**src/comment_stripper_line_column_defines.svh**
```systemverilog
`ifndef COMMENT_STRIPPER_LINE_COLUMN_DEFINES_SVH
`define COMMENT_STRIPPER_LINE_COLUMN_DEFINES_SVH

// same-cycle implication, checked outside reset
`define CSLC_ASSERT_IMPLY(label, clk, rst_n, ante, cons, msg) \
  label: assert property (@(posedge clk) disable iff (!rst_n) (ante) |-> (cons)) \
    else $error(msg);

// next-cycle implication, checked outside reset
`define CSLC_ASSERT_NEXT(label, clk, rst_n, ante, cons, msg) \
  label: assert property (@(posedge clk) disable iff (!rst_n) (ante) |=> (cons)) \
    else $error(msg);

`endif

```
**src/cslc_pkg.sv**
```systemverilog
`timescale 1ns / 1ps
package cslc_pkg;

  localparam int CHAR_W    = 21;
  localparam int POS_OUT_W = 16;

  localparam logic [CHAR_W-1:0] CH_SLASH   = 21'h00002F;
  localparam logic [CHAR_W-1:0] CH_STAR    = 21'h00002A;
  localparam logic [CHAR_W-1:0] CH_NEWLINE = 21'h00000A;
  localparam logic [CHAR_W-1:0] CH_END     = 21'h000000;

  localparam int QUEUE_DEPTH = 4;
  localparam int QUEUE_IDX_W = $clog2(QUEUE_DEPTH);

  typedef enum logic [2:0] {
    MODE_NORMAL     = 3'd0,
    MODE_SLASH      = 3'd1,
    MODE_BLOCK      = 3'd2,
    MODE_BLOCK_STAR = 3'd3,
    MODE_LINE       = 3'd4
  } lex_mode_e;

  // one queue entry: an optional held slash, then the main result
  typedef struct packed {
    logic                 has_slash;
    logic [POS_OUT_W-1:0] slash_line;
    logic [POS_OUT_W-1:0] slash_column;
    logic [CHAR_W-1:0]    ch;
    logic [POS_OUT_W-1:0] line;
    logic [POS_OUT_W-1:0] column;
    logic                 eot;
    logic                 unterm;
  } entry_t;

  typedef struct packed {
    logic empty;
    logic full;
  } queue_stat_t;

endpackage

```
**src/cslc_if.sv**
```systemverilog
`timescale 1ns / 1ps
interface cslc_in_if;
  import cslc_pkg::*;

  logic              valid;
  logic              ready;
  logic [CHAR_W-1:0] char_code;

  modport source (output valid, output char_code, input ready);
  modport sink (input valid, input char_code, output ready);
endinterface

interface cslc_out_if;
  import cslc_pkg::*;

  logic                 valid;
  logic                 ready;
  logic [CHAR_W-1:0]    out_char;
  logic [POS_OUT_W-1:0] out_line;
  logic [POS_OUT_W-1:0] out_column;
  logic                 end_of_text;
  logic                 unterminated;
  logic                 run_last;

  modport source (
    output valid, output out_char, output out_line, output out_column,
    output end_of_text, output unterminated, output run_last, input ready
  );
  modport sink (
    input valid, input out_char, input out_line, input out_column,
    input end_of_text, input unterminated, input run_last, output ready
  );
endinterface

```
**src/cslc_front.sv**
```systemverilog
`timescale 1ns / 1ps
module cslc_front #(
  parameter int POSITION_BITS = 16
) (
  input  logic                  clk_i,
  input  logic                  rst_ni,
  cslc_in_if.sink               in_i,
  input  cslc_pkg::queue_stat_t stat_i,
  output logic                  push_o,
  output cslc_pkg::entry_t      entry_o
);
  import cslc_pkg::*;

  localparam logic [POSITION_BITS-1:0] POS_MAX = '1;
  localparam logic [POSITION_BITS-1:0] POS_ONE = POSITION_BITS'(1);

  lex_mode_e                mode_q, mode_d;
  logic [POSITION_BITS-1:0] line_q, line_d;
  logic [POSITION_BITS-1:0] col_q, col_d;
  logic [POSITION_BITS-1:0] cs_line_q, cs_line_d;
  logic [POSITION_BITS-1:0] cs_col_q, cs_col_d;

  logic                     accept;
  logic                     is_nl;
  logic [POSITION_BITS-1:0] col_inc, line_inc, col_adv, line_adv;
  logic [CHAR_W-1:0]        ch;

  assign in_i.ready = !stat_i.full;
  assign accept     = in_i.valid && in_i.ready;
  assign ch         = in_i.char_code;

  // saturating position advance for one consumed character
  assign is_nl    = (ch == CH_NEWLINE);
  assign col_inc  = (col_q != POS_MAX) ? col_q + POS_ONE : col_q;
  assign line_inc = (line_q != POS_MAX) ? line_q + POS_ONE : line_q;
  assign col_adv  = is_nl ? '0 : col_inc;
  assign line_adv = is_nl ? line_inc : line_q;

  always_ff @(posedge clk_i or negedge rst_ni) begin
    if (!rst_ni) begin
      mode_q    <= MODE_NORMAL;
      line_q    <= POS_ONE;
      col_q     <= '0;
      cs_line_q <= '0;
      cs_col_q  <= '0;
    end else begin
      mode_q    <= mode_d;
      line_q    <= line_d;
      col_q     <= col_d;
      cs_line_q <= cs_line_d;
      cs_col_q  <= cs_col_d;
    end
  end

  always_comb begin
    mode_d    = mode_q;
    line_d    = line_q;
    col_d     = col_q;
    cs_line_d = cs_line_q;
    cs_col_d  = cs_col_q;
    push_o    = 1'b0;

    entry_o.has_slash    = 1'b0;
    entry_o.slash_line   = POS_OUT_W'(cs_line_q);
    entry_o.slash_column = POS_OUT_W'(cs_col_q);
    entry_o.ch           = ch;
    entry_o.line         = POS_OUT_W'(line_adv);
    entry_o.column       = POS_OUT_W'(col_adv);
    entry_o.eot          = 1'b0;
    entry_o.unterm       = 1'b0;

    if (accept) begin
      if (ch == CH_END) begin
        push_o            = 1'b1;
        entry_o.has_slash = (mode_q == MODE_SLASH);
        entry_o.ch        = CH_END;
        entry_o.eot       = 1'b1;
        if (mode_q == MODE_BLOCK || mode_q == MODE_BLOCK_STAR) begin
          entry_o.unterm = 1'b1;
          entry_o.line   = POS_OUT_W'(cs_line_q);
          entry_o.column = POS_OUT_W'(cs_col_q);
        end else begin
          entry_o.line   = POS_OUT_W'(line_q);
          entry_o.column = POS_OUT_W'(col_q);
        end
        // back to the reset state for the next text
        mode_d    = MODE_NORMAL;
        line_d    = POS_ONE;
        col_d     = '0;
        cs_line_d = '0;
        cs_col_d  = '0;
      end else begin
        line_d = line_adv;
        col_d  = col_adv;
        unique case (mode_q)
          MODE_SLASH: begin
            if (ch == CH_STAR) begin
              mode_d = MODE_BLOCK;
            end else if (ch == CH_SLASH) begin
              mode_d = MODE_LINE;
            end else begin
              push_o            = 1'b1;
              entry_o.has_slash = 1'b1;
              mode_d            = MODE_NORMAL;
            end
          end
          MODE_BLOCK: begin
            if (ch == CH_STAR) begin
              mode_d = MODE_BLOCK_STAR;
            end
          end
          MODE_BLOCK_STAR: begin
            if (ch == CH_SLASH) begin
              mode_d = MODE_NORMAL;
            end else if (ch != CH_STAR) begin
              mode_d = MODE_BLOCK;
            end
          end
          MODE_LINE: begin
            if (is_nl) begin
              push_o = 1'b1;
              mode_d = MODE_NORMAL;
            end
          end
          default: begin
            if (ch == CH_SLASH) begin
              // position recorded after the slash is counted
              cs_line_d = line_adv;
              cs_col_d  = col_adv;
              mode_d    = MODE_SLASH;
            end else begin
              push_o = 1'b1;
              mode_d = MODE_NORMAL;
            end
          end
        endcase
      end
    end
  end

endmodule

```
**src/cslc_fifo.sv**
```systemverilog
`timescale 1ns / 1ps
module cslc_fifo (
  input  logic                  clk_i,
  input  logic                  rst_ni,
  input  logic                  push_i,
  input  cslc_pkg::entry_t      entry_i,
  input  logic                  pop_i,
  output cslc_pkg::entry_t      head_o,
  output cslc_pkg::queue_stat_t stat_o
);
  import cslc_pkg::*;

  localparam logic [QUEUE_IDX_W:0]   COUNT_FULL = (QUEUE_IDX_W + 1)'(QUEUE_DEPTH);
  localparam logic [QUEUE_IDX_W-1:0] IDX_LAST   = QUEUE_IDX_W'(QUEUE_DEPTH - 1);

  entry_t                 mem_q [QUEUE_DEPTH];
  logic [QUEUE_IDX_W-1:0] wr_ptr_q, rd_ptr_q;
  logic [QUEUE_IDX_W:0]   count_q;
  logic                   do_push, do_pop;

  assign stat_o.empty = (count_q == '0);
  assign stat_o.full  = (count_q == COUNT_FULL);
  assign do_push      = push_i && !stat_o.full;
  assign do_pop       = pop_i && !stat_o.empty;
  assign head_o       = mem_q[rd_ptr_q];

  always_ff @(posedge clk_i or negedge rst_ni) begin
    if (!rst_ni) begin
      wr_ptr_q <= '0;
      rd_ptr_q <= '0;
      count_q  <= '0;
    end else begin
      if (do_push) begin
        wr_ptr_q <= (wr_ptr_q == IDX_LAST) ? '0 : wr_ptr_q + 1'b1;
      end
      if (do_pop) begin
        rd_ptr_q <= (rd_ptr_q == IDX_LAST) ? '0 : rd_ptr_q + 1'b1;
      end
      if (do_push && !do_pop) begin
        count_q <= count_q + 1'b1;
      end else if (do_pop && !do_push) begin
        count_q <= count_q - 1'b1;
      end
    end
  end

  always_ff @(posedge clk_i) begin
    if (do_push) begin
      mem_q[wr_ptr_q] <= entry_i;
    end
  end

endmodule

```
**src/cslc_back.sv**
```systemverilog
`timescale 1ns / 1ps
module cslc_back (
  input  logic                  clk_i,
  input  logic                  rst_ni,
  input  cslc_pkg::entry_t      head_i,
  input  cslc_pkg::queue_stat_t stat_i,
  output logic                  pop_o,
  cslc_out_if.source            out_o
);
  import cslc_pkg::*;

  logic                 out_valid_q, out_valid_d;
  logic                 slash_done_q, slash_done_d;
  logic [CHAR_W-1:0]    char_q, char_d;
  logic [POS_OUT_W-1:0] line_q, line_d;
  logic [POS_OUT_W-1:0] col_q, col_d;
  logic                 eot_q, eot_d;
  logic                 unterm_q, unterm_d;
  logic                 last_q, last_d;
  logic                 load;

  assign load = !out_valid_q || out_o.ready;

  always_ff @(posedge clk_i or negedge rst_ni) begin
    if (!rst_ni) begin
      out_valid_q  <= 1'b0;
      slash_done_q <= 1'b0;
    end else begin
      out_valid_q  <= out_valid_d;
      slash_done_q <= slash_done_d;
    end
  end

  always_ff @(posedge clk_i) begin
    char_q   <= char_d;
    line_q   <= line_d;
    col_q    <= col_d;
    eot_q    <= eot_d;
    unterm_q <= unterm_d;
    last_q   <= last_d;
  end

  always_comb begin
    out_valid_d  = out_valid_q && !out_o.ready;
    slash_done_d = slash_done_q;
    pop_o        = 1'b0;
    char_d       = char_q;
    line_d       = line_q;
    col_d        = col_q;
    eot_d        = eot_q;
    unterm_d     = unterm_q;
    last_d       = last_q;
    if (load && !stat_i.empty) begin
      out_valid_d = 1'b1;
      if (head_i.has_slash && !slash_done_q) begin
        // held slash goes out first, entry stays at the head
        char_d       = CH_SLASH;
        line_d       = head_i.slash_line;
        col_d        = head_i.slash_column;
        eot_d        = 1'b0;
        unterm_d     = 1'b0;
        last_d       = 1'b0;
        slash_done_d = 1'b1;
      end else begin
        char_d       = head_i.ch;
        line_d       = head_i.line;
        col_d        = head_i.column;
        eot_d        = head_i.eot;
        unterm_d     = head_i.unterm;
        last_d       = 1'b1;
        slash_done_d = 1'b0;
        pop_o        = 1'b1;
      end
    end
  end

  assign out_o.valid        = out_valid_q;
  assign out_o.out_char     = char_q;
  assign out_o.out_line     = line_q;
  assign out_o.out_column   = col_q;
  assign out_o.end_of_text  = eot_q;
  assign out_o.unterminated = unterm_q;
  assign out_o.run_last     = last_q;

endmodule

```
**src/comment_stripper_line_column.sv**
```systemverilog
`timescale 1ns / 1ps
// C-style comment stripper with line and column tracking.
// in_i carries one character per transfer (char_code, zero marks end of text).
// out_o carries the surviving characters with their line and 1-based column
// (newlines at column 0), plus an end item per text; run_last marks the last
// result caused by one input character. A character may cause none, one or
// two results (a held slash followed by the character, or by the end item).
// Path: an input transfer writes its result into the four-entry queue, and
// the output register loads it from the queue head once free; the second
// result of a character leaves after the held slash, from the same entry.
// Throughput: one input character per cycle while the queue has room; with
// out_o ready, one result per cycle, so only two-result runs fill the queue.
// in_i.ready drops only when the queue between front and back is full, so with
// a stalled receiver input stops once four entries wait behind the output reg.
// Reset clears the lexer mode, sets line 1 column 0, and empties the queue and
// output register; no clearing pass is needed. After an end item the lexer
// returns to that same state, so the next text may follow at once.
// Position counters are POSITION_BITS wide and saturate; ports carry 16 bits.
module comment_stripper_line_column #(
  parameter int POSITION_BITS = 16
) (
  input  logic        clk_i,
  input  logic        rst_ni,
  cslc_in_if.sink     in_i,
  cslc_out_if.source  out_o
);
  import cslc_pkg::*;

  `include "comment_stripper_line_column_defines.svh"

  entry_t      push_entry, head_entry;
  queue_stat_t q_stat;
  logic        push, pop;

  cslc_front #(
    .POSITION_BITS(POSITION_BITS)
  ) u_front (
    .clk_i   (clk_i),
    .rst_ni  (rst_ni),
    .in_i    (in_i),
    .stat_i  (q_stat),
    .push_o  (push),
    .entry_o (push_entry)
  );

  cslc_fifo u_fifo (
    .clk_i   (clk_i),
    .rst_ni  (rst_ni),
    .push_i  (push),
    .entry_i (push_entry),
    .pop_i   (pop),
    .head_o  (head_entry),
    .stat_o  (q_stat)
  );

  cslc_back u_back (
    .clk_i  (clk_i),
    .rst_ni (rst_ni),
    .head_i (head_entry),
    .stat_i (q_stat),
    .pop_o  (pop),
    .out_o  (out_o)
  );

  `CSLC_ASSERT_IMPLY(a_unterm_is_end, clk_i, rst_ni, out_o.valid && out_o.unterminated, out_o.end_of_text, "unterminated flag on a non-end result")
  `CSLC_ASSERT_IMPLY(a_end_closes_run, clk_i, rst_ni, out_o.valid && out_o.end_of_text, out_o.run_last, "end item does not close its run")
  `CSLC_ASSERT_IMPLY(a_lead_is_slash, clk_i, rst_ni, out_o.valid && !out_o.run_last, out_o.out_char == CH_SLASH && !out_o.end_of_text, "leading result is not a held slash")
  `CSLC_ASSERT_NEXT(a_slash_followed, clk_i, rst_ni, out_o.valid && out_o.ready && !out_o.run_last, out_o.valid && out_o.run_last, "held slash transfer without its companion result")

endmodule

```
**src/flat_wrapper.sv**
```systemverilog
// flat-port wrapper written by rule: the top's interface ports become plain ports
module comment_stripper_line_column_flat import cslc_pkg::*;
#(
  parameter int POSITION_BITS = 16
)
  (clk_i, rst_ni, in_i_valid, in_i_char_code, in_i_ready, out_o_valid, out_o_out_char, out_o_out_line, out_o_out_column, out_o_end_of_text, out_o_unterminated, out_o_run_last, out_o_ready);
  cslc_in_if in_i_i ();
  cslc_out_if out_o_i ();
  input  logic clk_i;
  input  logic rst_ni;
  input wire logic [$bits(in_i_i.valid)-1:0] in_i_valid;
  input wire logic [$bits(in_i_i.char_code)-1:0] in_i_char_code;
  output wire logic [$bits(in_i_i.ready)-1:0] in_i_ready;
  output wire logic [$bits(out_o_i.valid)-1:0] out_o_valid;
  output wire logic [$bits(out_o_i.out_char)-1:0] out_o_out_char;
  output wire logic [$bits(out_o_i.out_line)-1:0] out_o_out_line;
  output wire logic [$bits(out_o_i.out_column)-1:0] out_o_out_column;
  output wire logic [$bits(out_o_i.end_of_text)-1:0] out_o_end_of_text;
  output wire logic [$bits(out_o_i.unterminated)-1:0] out_o_unterminated;
  output wire logic [$bits(out_o_i.run_last)-1:0] out_o_run_last;
  input wire logic [$bits(out_o_i.ready)-1:0] out_o_ready;
  assign in_i_i.valid = in_i_valid;
  assign in_i_i.char_code = in_i_char_code;
  assign in_i_ready = in_i_i.ready;
  assign out_o_valid = out_o_i.valid;
  assign out_o_out_char = out_o_i.out_char;
  assign out_o_out_line = out_o_i.out_line;
  assign out_o_out_column = out_o_i.out_column;
  assign out_o_end_of_text = out_o_i.end_of_text;
  assign out_o_unterminated = out_o_i.unterminated;
  assign out_o_run_last = out_o_i.run_last;
  assign out_o_i.ready = out_o_ready;
  comment_stripper_line_column #(.POSITION_BITS(POSITION_BITS)) u_core (.clk_i(clk_i), .rst_ni(rst_ni), .in_i(in_i_i), .out_o(out_o_i));
endmodule
```
**config.mk**
```make
export PLATFORM = sky130hd
export DESIGN_NAME = comment_stripper_line_column_flat
export DESIGN_NICKNAME = d
export VERILOG_FILES = /design/src/cslc_pkg.sv /design/src/cslc_if.sv /design/src/cslc_front.sv /design/src/cslc_fifo.sv /design/src/cslc_back.sv /design/src/comment_stripper_line_column.sv /design/src/flat_wrapper.sv
export VERILOG_INCLUDE_DIRS = /design/src /design/src/src
export SDC_FILE = /design/constraint.sdc
export NUM_CORES = 1
export LEC_CHECK = 0
export BUFFER_PORTS_ARGS = -buffer_cell sky130_fd_sc_hd__buf_2
export CORE_ASPECT_RATIO = 1.5
export CORE_UTILIZATION = 40
export CTS_CLUSTER_DIAMETER = 50
export DETAILED_ROUTE_END_ITERATION = 8
export GPL_TIMING_DRIVEN = 0
export HOLD_SLACK_MARGIN = 0.06
export MAX_ROUTING_LAYER = met4
export PLACE_DENSITY = 0.66
export SYNTH_ARGS = -nofsm -noshare
export SYNTH_HDL_FRONTEND = slang
export SYNTH_SLANG_ARGS = --single-unit
```
**constraint.sdc**
```tcl
create_clock -name clk_i -period 7.3 [get_ports clk_i]
set_input_delay 0.365 -clock clk_i [delete_from_list [all_inputs] [get_ports clk_i]]
set_output_delay 0.365 -clock clk_i [all_outputs]
set_load 0.01 [all_outputs]
```
### After elaboration in Yosys (flattened, before gate mapping)

Memory sizes are Yosys's and may differ from the RTL's.
Index checks and enable logic that the tools add are counted.

| cells by class | value |
|---|---|
| mux-type cells | 46 |
| reduce and logical (&&, ||, !) cells | 25 |
| add/sub/neg operators | 6 |
| equal/unequal tests | 17 |

Operator list:

| kind | number |
|---|---|
| 16-bit 2-to-1 mux | 14 |
| 55-bit 2-to-1 mux | 2 |
| 21-bit by 6-bit equality test with 1-bit output, second input constant | 2 |
| 16-bit by 1-bit adder with 16-bit output, second input constant | 2 |
| 32-bit 2-to-1 mux | 1 |
| 16-bit != test, second input constant | 2 |
| 3-bit 2-to-1 mux | 9 |
| 21-bit by 4-bit equality test with 1-bit output, second input constant | 1 |
| 21-bit logical NOT | 1 |
| 21-bit by 6-bit != test with 1-bit output, second input constant | 1 |
| 1-bit 2-to-1 mux | 16 |
| 3-bit one-hot mux with 4 select lines | 1 |
| 1-bit logical AND | 8 |
| 1-bit logical NOT | 7 |
| 3-bit by 2-bit equality test with 1-bit output, second input constant | 2 |
| 3-bit equality test, second input constant | 2 |
| 2-bit by 1-bit adder with 2-bit output, second input constant | 2 |
| 2-bit equality test, second input constant | 2 |
| 2-bit 2-to-1 mux | 2 |
| 4-bit by 2-bit != test with 1-bit output, second input constant | 1 |
| 4-bit AND reduction | 1 |
| 2-bit nonzero test | 2 |
| 4-bit OR reduction | 1 |
| 3-bit by 1-bit adder with 3-bit output, second input constant | 1 |
| other kinds (10) | 11 |

| storage, ports and cells | value |
|---|---|
| memories kept | 1 |
| output and inout port bits | 58 |
| word-level logic and storage cells | 111 |
| input port bits | 25 |
| register bits | 132 |
| memory bits (writable) | 352 |

Memory list:

| memory | depth | bits a word | rd ports | clocked after memory_dff | write ports | line | source |
|---|---|---|---|---|---|---|---|
| u_core.u_fifo.mem_q | 4 | 88 | 1 | 0 | 1 | cslc_fifo.sv:16 | `entry_t mem_q [QUEUE_DEPTH];` |

### Logic depth before layout (Yosys ltp)

Gate-level depths: netlist (run 1).

| depth | value |
|---|---|
| depth after elaboration | 11 |
| depth in mapped cells | 13 |

### By module

Synthesis (run 1) repeated with hierarchy kept, for this count alone.

| second synthesis, totals | value |
|---|---|
| cells, all modules | 1220 |
| area, all modules | 20200.6 um^2 |

Modules (own cells, without submodules):

| module | cells an instance | sequential area each (um^2) | instances | area an instance (um^2) |
|---|---|---|---|---|
| cslc_fifo | 497 | 10745.3 | 1 | 13116.3 |
| cslc_front | 596 | 1677.9 | 1 | 4611.9 |
| cslc_back | 127 | 1731.7 | 1 | 2472.4 |

### Worst setup path after synthesis (run 1)

Ideal clock, no wire load.

| timing path | value |
|---|---|
| kind | reg-to-reg |
| start point | register u_core.u_fifo.count_q[0] |
| end point | register u_core.u_fifo.count_q[1] |
| arrival | 4905 ps |
| library setup time | 125 ps |
| cell stages (with the launch flop) | 8 |
| required time | 7175 ps |
| slack | 2270 ps |
| cell sequence | dfrtp_1 nor3_1 a21oi_1 nand2_1 ha_1 inv_1 fa_1 mux2_2 |

| on the way | value |
|---|---|
| word-level cells in the longest chain between the ends | 8 |
| elaborated cells between the ends (all ways) | 19 |

RTL lines:

| element | line | source |
|---|---|---|
| start: declaration | cslc_fifo.sv:18 | `logic [QUEUE_IDX_W:0] count_q;` |
| start signal: assignment | cslc_fifo.sv:40 | `count_q <= count_q + 1'b1;` |
| start signal: assignment | cslc_fifo.sv:42 | `count_q <= count_q - 1'b1;` |
| 3-bit equality test / 3-bit logical NOT (equally long branches) | cslc_fifo.sv:22, cslc_fifo.sv:21 |  |
| 1-bit logical NOT (on tied branches) | n/a |  |
| 1-bit logical AND (on tied branches) | cslc_front.sv:29, cslc_back.sv:53 |  |
| 1-bit 2-to-1 mux (on tied branches) | cslc_front.sv:72, cslc_back.sv:53 |  |
| 1-bit logical AND (on tied branches) | cslc_fifo.sv:23, cslc_fifo.sv:24 |  |
| 1-bit logical NOT (on tied branches) | cslc_fifo.sv:41, cslc_fifo.sv:39 |  |
| 1-bit logical AND (on tied branches) | cslc_fifo.sv:41, cslc_fifo.sv:39 |  |
| 2-bit nonzero test (no source line) / 3-bit 2-to-1 mux (equally long branches) | n/a |  |

Parallel ways exist; a longest one is shown, timed or not. The select of a mux whose other input is x is not followed.
A chain may end at the register's enable or synchronous reset.

### Worst setup path in the final report (run 1)

| timing path | value |
|---|---|
| start point | input port in_i_char_code[16] |
| end point | memory u_core.u_fifo.mem_q[0][36] (netlist bit), enable pin |

| on the way | value |
|---|---|
| word-level cells in the longest chain between the ends | 9 |
| elaborated cells between the ends (all ways) | 13 |

RTL lines:

| element | line | source |
|---|---|---|
| start: declaration | flat_wrapper.sv:12 | `input wire logic [$bits(in_i_i.char_code)-1:0] in_i_char_code;` |
| 21-bit by 6-bit equality test with 1-bit output | cslc_front.sv:99, cslc_front.sv:126 |  |
| 1-bit 2-to-1 mux | cslc_front.sv:99, cslc_front.sv:126 |  |
| 1-bit 2-to-1 mux | cslc_front.sv:97 | `if (ch == CH_STAR) begin` |
| 1-bit one-hot mux with 3 select lines | cslc_front.sv:95 | `unique case (mode_q)` |
| 1-bit 2-to-1 mux (*) | cslc_front.sv:73 | `if (ch == CH_END) begin` |
| 1-bit 2-to-1 mux (*) | cslc_front.sv:72 | `if (accept) begin` |
| 1-bit logical AND (*) | cslc_fifo.sv:23 | `assign do_push = push_i && !stat_o.full;` |
| named net u_core.u_fifo.do_push | cslc_fifo.sv:19 | `logic do_push, do_pop;` |
| 1-bit 2-to-1 mux (*) | cslc_fifo.sv:48 | `if (do_push) begin` |
| 1-bit 2-to-1 mux (implied by the code) (*) | cslc_fifo.sv:49 | `mem_q[wr_ptr_q] <= entry_i;` |
| end: declaration | cslc_fifo.sv:16 |  |

The timed path passes the listed nets; every way through them passes the cells marked *.

==> flow_summary.yaml, run 1 <==
global_routing:
  antenna_found_initial: 0
  gr-total-overflow: 0
  grt_use_total_pct: 18.2
  grt_pass1_wl_mm: 67.0
  grt_pass1_vias: 11400
  grt_max_degree: 58
cells_and_area:
  stdcell_area_sq_um: 22700
  nets: 1345
  layout-drive-gt1-share_pct: 23.4
  final_common_cell: "edfxtp_1"
  mostFrequentLayoutCells: "edfxtp_1 (408), buf_2 (89), mux4_2 (88), nand2_1 (78), clkbuf_1 (77)"
  final_util_pct: 46.6
  syn_to_final_growth_pct: 14.9
  antenna_cells: 0
detailed_routing:
  via_per_inst: 5.47
  first_iter_violations: 820
  route.detailed.drc: 0
  dr.pass1.iters: 5
  drt-total-wl_mm: 43.1
  post_drt_wl_per_cell_um: 21.6
  dr_total_vias: 11000
  antenna_left: 0
timing:
  slew_headroom_pct: 21.0
  rsz0062_at_grt: "false"
  max_freq_ghz: 0.263
  period_share_pct: 52.0
  skew_ns: 0.0216
  tightest_slew_ns: 1.18
  hold_violations: 0
  drv_slew: 0
  period_minus_slack_ns: 3.80
  fin_ws_ns: 3.50
  tns_ns: 0
  setup_viol: 0
floorplanning:
  fp.dieW_um: 184
  core_area_sq_um: 48800
  ios: 83
  dieArea_sq_um: 50400
  rows: 99
  start_util_pct: 40.6
  die_h_um: 274
clock_tree:
  clk-insertion-delay-late_ns: 0.56
  cts_resized: 0
  cts_tree: "done"
  path_clk_slew_ns: 0.06
  h-tree-depth: 2
  cts_sinks: 484
  cts_buffer_depth: 3
  cts_root_buf: "clkbuf_16"
  cts_buffers: 43
placed_design:
  io_buffers: 82
  place.gp.congestion: 0.924
  dp_hpwl_mm: 28.7
  place_ws_ns: 2.89
  placed_area_sq_um: 21300
critical_path:
  crit-reg2reg-launch: "u_core.u_fifo.count_q[0]"
  cp-endpoint: "u_core.u_fifo.mem_q[0][36]"
  arrival_ns: 4.03
  path_depth: 8
  endpoint_kind: "flip-flop"
  startpoint: "in_i_char_code[16]"
  crit_required_ns: 7.53
  cp_cell_sequence: "buf_2 -> nor4_1 -> nand4b_4 -> nor3_2 -> o21ai_0 -> a21oi_1 -> and2_4 -> buf_16"
  rrSetupSlack_ns: 3.55
  worst_path_largest_cell_delay_ns: 0.81
  cp_max_fo: 51
  crit_family: "simple AND/OR/NAND/NOR gates"
  cp_slowest_cell: "and2_4"
  path_buf_inv: 2
  criticalPathCategory: "in -> reg"
  r2r_end: "u_core.u_fifo.mem_q[1][25]"
  critical_path.startpoint_type: "input port"
  worst-r2r-cell-count: 8
synth:
  ys_top_cells_by_area: "edfxtp_1 (62%), mux4_2 (10%), dfrtp_1 (9.5%)"
  synth_area_leader_cell: "edfxtp_1"
  yosysUniqueCellTypes: 62
  synth_nets: 1207
  seq_area_frac_synth_pct: 71.5
  synthCells: 1173
  synth_top_area_share_pct: 61.9
  netlist_area_sq_um: 19800
  synth_edf_count: 408
  yosys_warnings: 0
  avgSynthCellArea_sq_um: 16.9
  synth_ff_type: "edfxtp_1"
  ys_seq_elements: 484
  synthArstFlopShare_pct: 15.7
worst_hold_path:
  hold_class: "in -> reg"
  hold_start: "in_i_char_code[16]"
power:
  vdd_ir_drop_max_v: 0.000175
  p_per_area_nw_per_um2: 377
  p_leak_nw: 7.82
flow_run:
  cap_viol_max_count: 0
outcome:
  outcome: "finished, final reports clean"
==> final cells by class <==
class | count | area, sq um
inverter | 21 | 78.8
tap | 656 | 821
clock inverter | 18 | 239
buffer | 83 | 324
timing repair buffer | 93 | 651
fill | 4200 | 26100
sequential | 484 | 14200
clock buffer | 61 | 1220
multi-input combinational | 585 | 5260
==> worst min-delay path by stage <==
stage | to | cells after the start | slack [ns]
detailed placement | u_core.u_fifo.count_q[2] | 1 | 0.36
global placement | u_core.u_back.slash_done_q | 1 | 0.46
floorplan | u_core.u_back.out_o.valid | 0 | 0.07
global route | u_core.u_fifo.mem_q[1][45] | 2 | 0.19
finish | u_core.u_fifo.mem_q[1][50] | 2 | 0.18
CTS | u_core.u_fifo.mem_q[2][51] | 2 | 0.15
==> flip-flops by register name, summed over array words and instances, names as in the netlist <==
signal	flops
u_core.u_front.mode_q	3
u_core.u_back.out_o.unterminated	1
u_core.u_front.cs_line_q	16
u_core.u_back.out_o.out_char	21
u_core.u_back.out_o.valid	1
u_core.u_fifo.rd_ptr_q	2
u_core.u_back.out_o.run_last	1
u_core.u_back.out_o.out_column	16
u_core.u_front.col_q	16
u_core.u_fifo.mem_q	352
u_core.u_front.cs_col_q	16
u_core.u_back.slash_done_q	1
u_core.u_fifo.count_q	3
u_core.u_fifo.wr_ptr_q	2
u_core.u_back.out_o.end_of_text	1
u_core.u_front.line_q	16
u_core.u_back.out_o.out_line	16
==> routing by layer <==
layer / GRT usage, % / part of all wire, %
met1: 20.8 / 38
met2: 32.0 / 53
met3: 2.70 / 5.0
met4: 7.35 / 3.5
met5: - / 0
==> logic make-up after synthesis <==
family	after synthesis	share of synthesized area, %
buffers and inverters	104	2.04
adder cells (fa/ha/maj)	9	0.607
multiplexers	138	12.8
AND/OR/NAND/NOR	246	6.52
flip-flops	484	71.5
AO/OA/AOI/OAI	179	5.98
XOR/XNOR	13	0.575
==> synth_stat cells (all sizes together), types with 5 or more instances <==
master	number
nand2	78
o22ai	10
inv	20
mux2i	14
nand4	6
a21o	7
or2	6
nor2	43
xnor2	8
a31oi	5
mux4	88
o21ai	49
o31ai	8
a22o	25
a21oi	35
nor3	13
nand3	23
buf	16
edfxtp	408
and2	24
and3	13
or3	8
dfrtp	75
a211oi	7
mux2	36
xor2	5
o211ai	6
ha	8
nor4	14
clkbuf	67
==> power breakdown <==
group	internal, mW	total, mW	switching (mW)
clock network	1.35	2.34	0.988
logic	1.05	2.33	1.28
registers	3.76	3.91	0.152
==> worst reg2reg max path: cells and delay by family (launching register included) <==
kind,cells,cell delay [ns]
AND/OR/NAND/NOR,4,1.35
flip-flops,1,0.44
buffers and inverters,2,0.92
AO/OA/AOI/OAI,2,0.75
==> per-stage QoR <==
stage          std cells  hold slack, ns  power [mW]
6_report            2001           0.185        8.58
5_1_grt             2001           0.188        8.99
4_1_cts             2001           0.154        8.71
3_5_place_dp        1920           0.359        6.37
3_3_place_gp        1911           0.460        6.30
2_1_floorplan       1173          0.0694        5.52
==> repair_timing <==
| item | in CTS | in global routing |
|---|---|---|
| setup buffers | 0 | 0 |
| hold endpoints to repair | 29 | 0 |
| hold buffers | 2 | 0 |
No activity file was read; power rests on OpenSTA's default activity.
==> run 2: changes to the inputs <==
==> constraint.sdc (replaced) <==
create_clock -name clk_i -period 3.9 [get_ports clk_i]
set_input_delay 0.195 -clock clk_i [delete_from_list [all_inputs] [get_ports clk_i]]
set_output_delay 0.195 -clock clk_i [all_outputs]
set_load 0.01 [all_outputs]
==> flow_summary.yaml, run 2 (same netlist as run 1, synthesis figures left out) <==
outcome:
  outcome: "finished, final reports clean"
cells_and_area:
  regMostFlops: "u_core.u_fifo.mem_q"
  largest_register_ffs: 352
  instances_no_fill: 2022
  syn_to_final_growth_pct: 15.6
  num-fill-cells: 4206
  final_common_cell: "edfxtp_1"
  nets: 1363
  mostFrequentLayoutCells: "edfxtp_1 (408), buf_2 (89), mux4_2 (88), clkbuf_1 (81), nand2_1 (78)"
  layout-drive-gt1-share_pct: 23.3
  final_util_pct: 46.9
global_routing:
  antenna_found_initial: 1
  grt_pass1_wl_mm: 66.4
  grt_pass1_vias: 11300
  grt_use_total_pct: 18.0
  gr-total-overflow: 0
  grt_max_degree: 54
clock_tree:
  cts_setup_buffers: 0
  path_clk_slew_ns: 0.06
  cts_tree: "done"
  cts_root_buf: "clkbuf_16"
  h-tree-depth: 2
  cts_sinks: 484
  cts_buffers: 44
  cts_buffer_depth: 3
  clk-insertion-delay-late_ns: 0.56
placed_design:
  place.gp.congestion: 0.910
  dp_cells: 1919
  io_buffers: 82
  dp_hpwl_mm: 28.5
  place_ws_ns: -0.444
timing:
  max_freq_ghz: 0.278
  period_share_pct: 92.3
  setup_viol: 0
  skew_ns: 0.0194
  slew_headroom_pct: 23.0
  hold_violations: 0
  rsz0062_at_grt: "false"
  fin_ws_ns: 0.301
  period_minus_slack_ns: 3.60
  tns_ns: 0
  tightest_slew_ns: 1.16
  drv_slew: 0
detailed_routing:
  drt-total-wl_mm: 43.9
  dr_total_vias: 11000
  via_per_inst: 5.42
  route.detailed.drc: 0
  post_drt_wl_per_cell_um: 21.7
  dr.pass1.iters: 5
  antenna_left: 0
  first_iter_violations: 828
power:
  p_leak_nw: 7.89
  p_per_area_nw_per_um2: 701
  vdd_ir_drop_max_v: 0.000382
  power_mw: 16.0
floorplanning:
  dieArea_sq_um: 50400
  rows: 99
  core_area_sq_um: 48800
  die_h_um: 274
  start_util_pct: 40.6
  ios: 83
  fp.dieW_um: 184
critical_path:
  arrival_ns: 3.90
  crit_required_ns: 4.20
  criticalPathCategory: "reg -> reg"
  worst_path_largest_cell_delay_ns: 0.64
  critical_path.startpoint_type: "flip-flop"
  cpMostUsedCell: "clkbuf_1"
  endpoint_kind: "flip-flop"
  cp_max_fo: 10
  cp_cell_sequence: "buf_2 -> mux4_2 -> nor2b_1 -> clkbuf_1 -> clkbuf_1 -> clkbuf_1 -> mux4_2 -> mux2_2"
  cp_slowest_cell: "clkbuf_1"
worst_hold_path:
  hold_class: "in -> reg"
flow_run:
  cap_viol_max_count: 0
[run 2: cell count changes in the layout (fill, tap and decap cells not counted), moves of 2 or more]
| cell | change |
|---|---|
| dlygate4sd3_1 | +16 |
| and2_2 | +2 |
| clkbuf_16 | +2 |
| clkbuf_1 | +4 |
| clkbuf_8 | -5 |
| clkinv_2 | +7 |
| clkinv_1 | -2 |
[run 2: layout make-up]
cell class,count,area (sq um),area share [%]
Antenna cell,1,2.50,0.0109
Buffer,83,324,1.42
Clock buffer,62,1220,5.33
Clock inverter,20,215,0.941
Inverter,21,78.8,0.345
Multi-Input combinational cell,587,5280,23.1
Sequential cell,484,14200,61.9
Tap cell,656,821,3.59
Timing Repair Buffer,108,783,3.42
[run 2: worst paths after layout]
| kind | cells past startpoint | slack [ns] | end | startpoint |
|---|---|---|---|---|
| hold / removal | 2 | 0.11 | u_core.u_fifo.mem_q[3][39] | in_i_char_code[5] |
| setup reg to reg | 8 | 0.30 | u_core.u_back.out_o.out_line[13] | u_core.u_fifo.rd_ptr_q[0] |
| setup / recovery | 8 | 0.30 | u_core.u_back.out_o.out_line[13] | u_core.u_fifo.rd_ptr_q[0] |
| max in group asynchronous | 3 | 3.09 | u_core.u_front.line_q[0] | rst_ni |
| min in group asynchronous | 2 | 0.14 | u_core.u_back.out_o.valid | rst_ni |
| hold reg to reg | 1 | 0.49 | u_core.u_fifo.count_q[2] | u_core.u_fifo.count_q[2] |
[run 2: per-stage QoR]
step	area [sq um]	hold WS (ns)
final	22900	0.106
after global routing	22900	0.0867
after CTS	22900	0.0801
after detailed placement	21200	0.191
after global placement	21000	0.397
after floorplan	19800	-0.101
[run 2: worst max-delay path: cells and delay by family (launching register included)]
| kind | cells | cell delay (ns) |
|---|---|---|
| flops | 1 | 0.38 |
| buf+inv | 4 | 1.76 |
| mux | 3 | 1.06 |
| simple gates | 1 | 0.12 |
[run 2: repair_timing]
item | in CTS | in global routing
gates resized for setup | 0 | 2
setup endpoints to repair | 0 | 193
hold buffers | 18 | 0
hold endpoints to repair | 140 | 0
[run 2: per-layer routing]
| layer | track usage (%) | vias up | routed length [um] |
|---|---|---|---|
| met5 | - | - | 0 |
| met3 | 2.60 | 80 | 2240 |
| li1 | - | 4935 | - |
| met2 | 31.6 | 314 | 23300 |
| met4 | 6.86 | 0 | 1340 |
| met1 | 20.7 | 5634 | 16900 |
[run 2: power by group]
part | switching [mW] | internal [mW]
Combinational | 2.42 | 1.96
Clock | 1.87 | 2.46
Sequential | 0.286 | 7.03
==> run 3: changes to the inputs <==
--- a/config.mk
+++ b/config.mk
@@ -8,13 +8,14 @@
 export LEC_CHECK = 0
 export BUFFER_PORTS_ARGS = -buffer_cell sky130_fd_sc_hd__buf_2
 export CORE_ASPECT_RATIO = 1.5
-export CORE_UTILIZATION = 40
+export CORE_UTILIZATION = 61
 export CTS_CLUSTER_DIAMETER = 50
 export DETAILED_ROUTE_END_ITERATION = 8
 export GPL_TIMING_DRIVEN = 0
 export HOLD_SLACK_MARGIN = 0.06
 export MAX_ROUTING_LAYER = met4
-export PLACE_DENSITY = 0.66
+export PLACE_DENSITY = 0.79
+export RECOVER_POWER = 50
 export SYNTH_ARGS = -nofsm -noshare
 export SYNTH_HDL_FRONTEND = slang
 export SYNTH_SLANG_ARGS = --single-unit
==> flow_summary.yaml, run 3 (same netlist as run 1, synthesis figures left out) <==
timing:
  drv_slew: 0
  max_freq_ghz: 0.271
  tightest_slew_ns: 1.48
  skew_ns: 0.0170
  rsz0062_at_grt: "false"
  period_share_pct: 94.6
  hold_violations: 0
  setup_viol: 0
  slew_headroom_pct: 1.38
  period_minus_slack_ns: 3.69
  fin_ws_ns: 0.212
detailed_routing:
  via_per_inst: 6.38
  antenna_left: 0
  first_iter_violations: 1174
  dr.pass1.iters: 5
  drt-total-wl_mm: 42.8
  route.detailed.drc: 0
  post_drt_wl_per_cell_um: 24.2
  dr_total_vias: 11300
floorplanning:
  fp.dieW_um: 149
  dieArea_sq_um: 33200
  core_area_sq_um: 31800
  start_util_pct: 62.2
  die_h_um: 223
  rows: 80
  ios: 83
worst_hold_path:
  hold_start: "in_i_char_code[1]"
  hold_class: "in -> reg"
  whs_path_depth: 2
  hold_path_end: "u_core.u_fifo.mem_q[1][35]"
global_routing:
  grt_pass1_wl_mm: 66.2
  grt_max_degree: 55
  gr-total-overflow: 0
  grt_pass1_vias: 11800
  grt_use_total_pct: 27.9
  antenna_found_initial: 1
cells_and_area:
  stdcell_area_sq_um: 22300
  largest_register_ffs: 352
  multi_input_area_sq_um: 5230
  layout-drive-gt1-share_pct: 16.5
  nets: 1359
  regMostFlops: "u_core.u_fifo.mem_q"
  ff_latch_area_sq_um: 14200
  mostFrequentLayoutCells: "edfxtp_1 (408), clkbuf_1 (156), mux4_2 (88), nand2_1 (78), dfrtp_1 (75)"
  num-fill-cells: 2043
  final_common_cell: "edfxtp_1"
  syn_to_final_growth_pct: 12.8
  instances_no_fill: 1767
critical_path:
  critical_path.startpoint_type: "flip-flop"
  worst-r2r-cell-count: 8
  crit_required_ns: 4.13
  cpMostUsedCell: "clkbuf_1"
  criticalPathCategory: "reg -> reg"
  cp_cell_sequence: "clkbuf_1 -> nand2b_1 -> clkbuf_1 -> o31a_1 -> o21ai_0 -> a21oi_1 -> and2_4 -> buf_12"
  arrival_ns: 3.92
  crit-reg2reg-launch: "u_core.u_front.mode_q[1]"
  endpoint_kind: "flip-flop"
  rrSetupSlack_ns: 0.21
  r2r_end: "u_core.u_fifo.mem_q[3][10]"
  worst_path_largest_cell_delay_ns: 0.74
  cp_slowest_cell: "and2_4"
  cp_max_fo: 50
placed_design:
  place.gp.congestion: 0.960
  placed_area_sq_um: 20900
  io_buffers: 82
  dp_cells: 1672
  dp_hpwl_mm: 27.3
  place_ws_ns: -0.444
clock_tree:
  cts_setup_buffers: 0
  clk-insertion-delay-late_ns: 0.56
  cts_tree: "done"
  cts_buffers: 43
  cts_buffer_depth: 3
  path_clk_slew_ns: 0.07
  cts_root_buf: "clkbuf_16"
  cts_sinks: 484
  h-tree-depth: 2
power:
  vdd_ir_drop_max_v: 0.000338
  power_mw: 15.8
  combPwrFrac_pct: 26.6
  power_switching_mw: 4.54
  p_per_area_nw_per_um2: 707
  power_frac_clock_pct: 26.7
  p_leak_nw: 7.57
  switching_share_pct: 28.7
  p_seq_share_pct: 46.7
  internal_power_mw: 11.3
flow_run:
  cap_viol_max_count: 0
outcome:
  outcome: "finished, final reports clean"
## run 3: changes by cell type in the layout (fill, tap and decap cells not counted), sizes merged
cell and delta:
and2 -2, inv -2, clkbuf +73, clkinvlp +6, clkinv +3, buf -87
## run 3: routing by layer
layer,vias up,global-route usage (%),wire (um)
li1,4919,-,-
met1,5664,33.6,15500
met2,541,46.3,22600
met3,143,4.46,3000
met4,0,12.4,1690
met5,-,-,0
## run 3: power by group through the flow
| stage | registers (mW) | clock network [mW] | logic, mW |
|---|---|---|---|
| global placement | 7.45 | 0 | 4.10 |
| finish | 7.37 | 4.21 | 4.21 |
| floorplan | 7.57 | 0 | 2.71 |
| detailed placement | 7.46 | 0 | 4.35 |
| CTS | 7.37 | 4.27 | 4.42 |
| global route | 7.47 | 4.45 | 4.56 |
## run 3: area by class of cell
class / instances / share of cell area, %
antenna: 1 / 0.0112
buffer: 83 / 1.43
clock buffer: 49 / 5.11
clock inverter: 27 / 1.14
inverter: 21 / 0.353
multi-input combinational: 585 / 23.4
sequential: 484 / 63.4
tap: 410 / 2.30
timing repair buffer: 107 / 2.83
## run 3: critical path, delay by kind of cell (launching register included)
family	cells	cell delay [ns]
and+or+nand+nor	2	0.87
DFF	1	0.36
buffers and inverters	3	1.06
AOI/OAI and AO/OA	3	1.00
## run 3: repair_timing
| item | in CTS | in global routing |
|---|---|---|
| hold endpoints to repair | 139 | 0 |
| resized for setup | 0 | 1 |
| hold buffers | 18 | 0 |
| setup endpoints to repair | 0 | 39 |
## run 3: worst max-delay path by stage
stage / start / endpoint / slack [ns] / cells after the start
4_1_cts: in_i_char_code[12] / u_core.u_fifo.mem_q[3][10] / 0.12 / 8
2_1_floorplan: u_core.u_back.out_o.valid / u_core.u_fifo.count_q[1] / 0.25 / 6
3_5_place_dp: in_i_char_code[12] / u_core.u_fifo.mem_q[3][63] / -0.44 / 8
5_1_grt: u_core.u_front.mode_q[1] / u_core.u_fifo.mem_q[3][64] / 0.01 / 8
6_report: u_core.u_front.mode_q[1] / u_core.u_fifo.mem_q[3][10] / 0.21 / 8
3_3_place_gp: in_i_char_code[12] / u_core.u_fifo.mem_q[0][65] / -1.30 / 7
## run 3: stage by stage
step | util [%] | hold WS, ns | TNS, ns
CTS | 70.7 | 0.0803 | 0
detailed placement | 65.7 | 0.136 | -86.82
global route | 70.1 | 0.147 | 0
finish | 70.1 | 0.142 | 0
floorplan | - | -0.101 | 0
global placement | 65.1 | 0.399 | -449.68
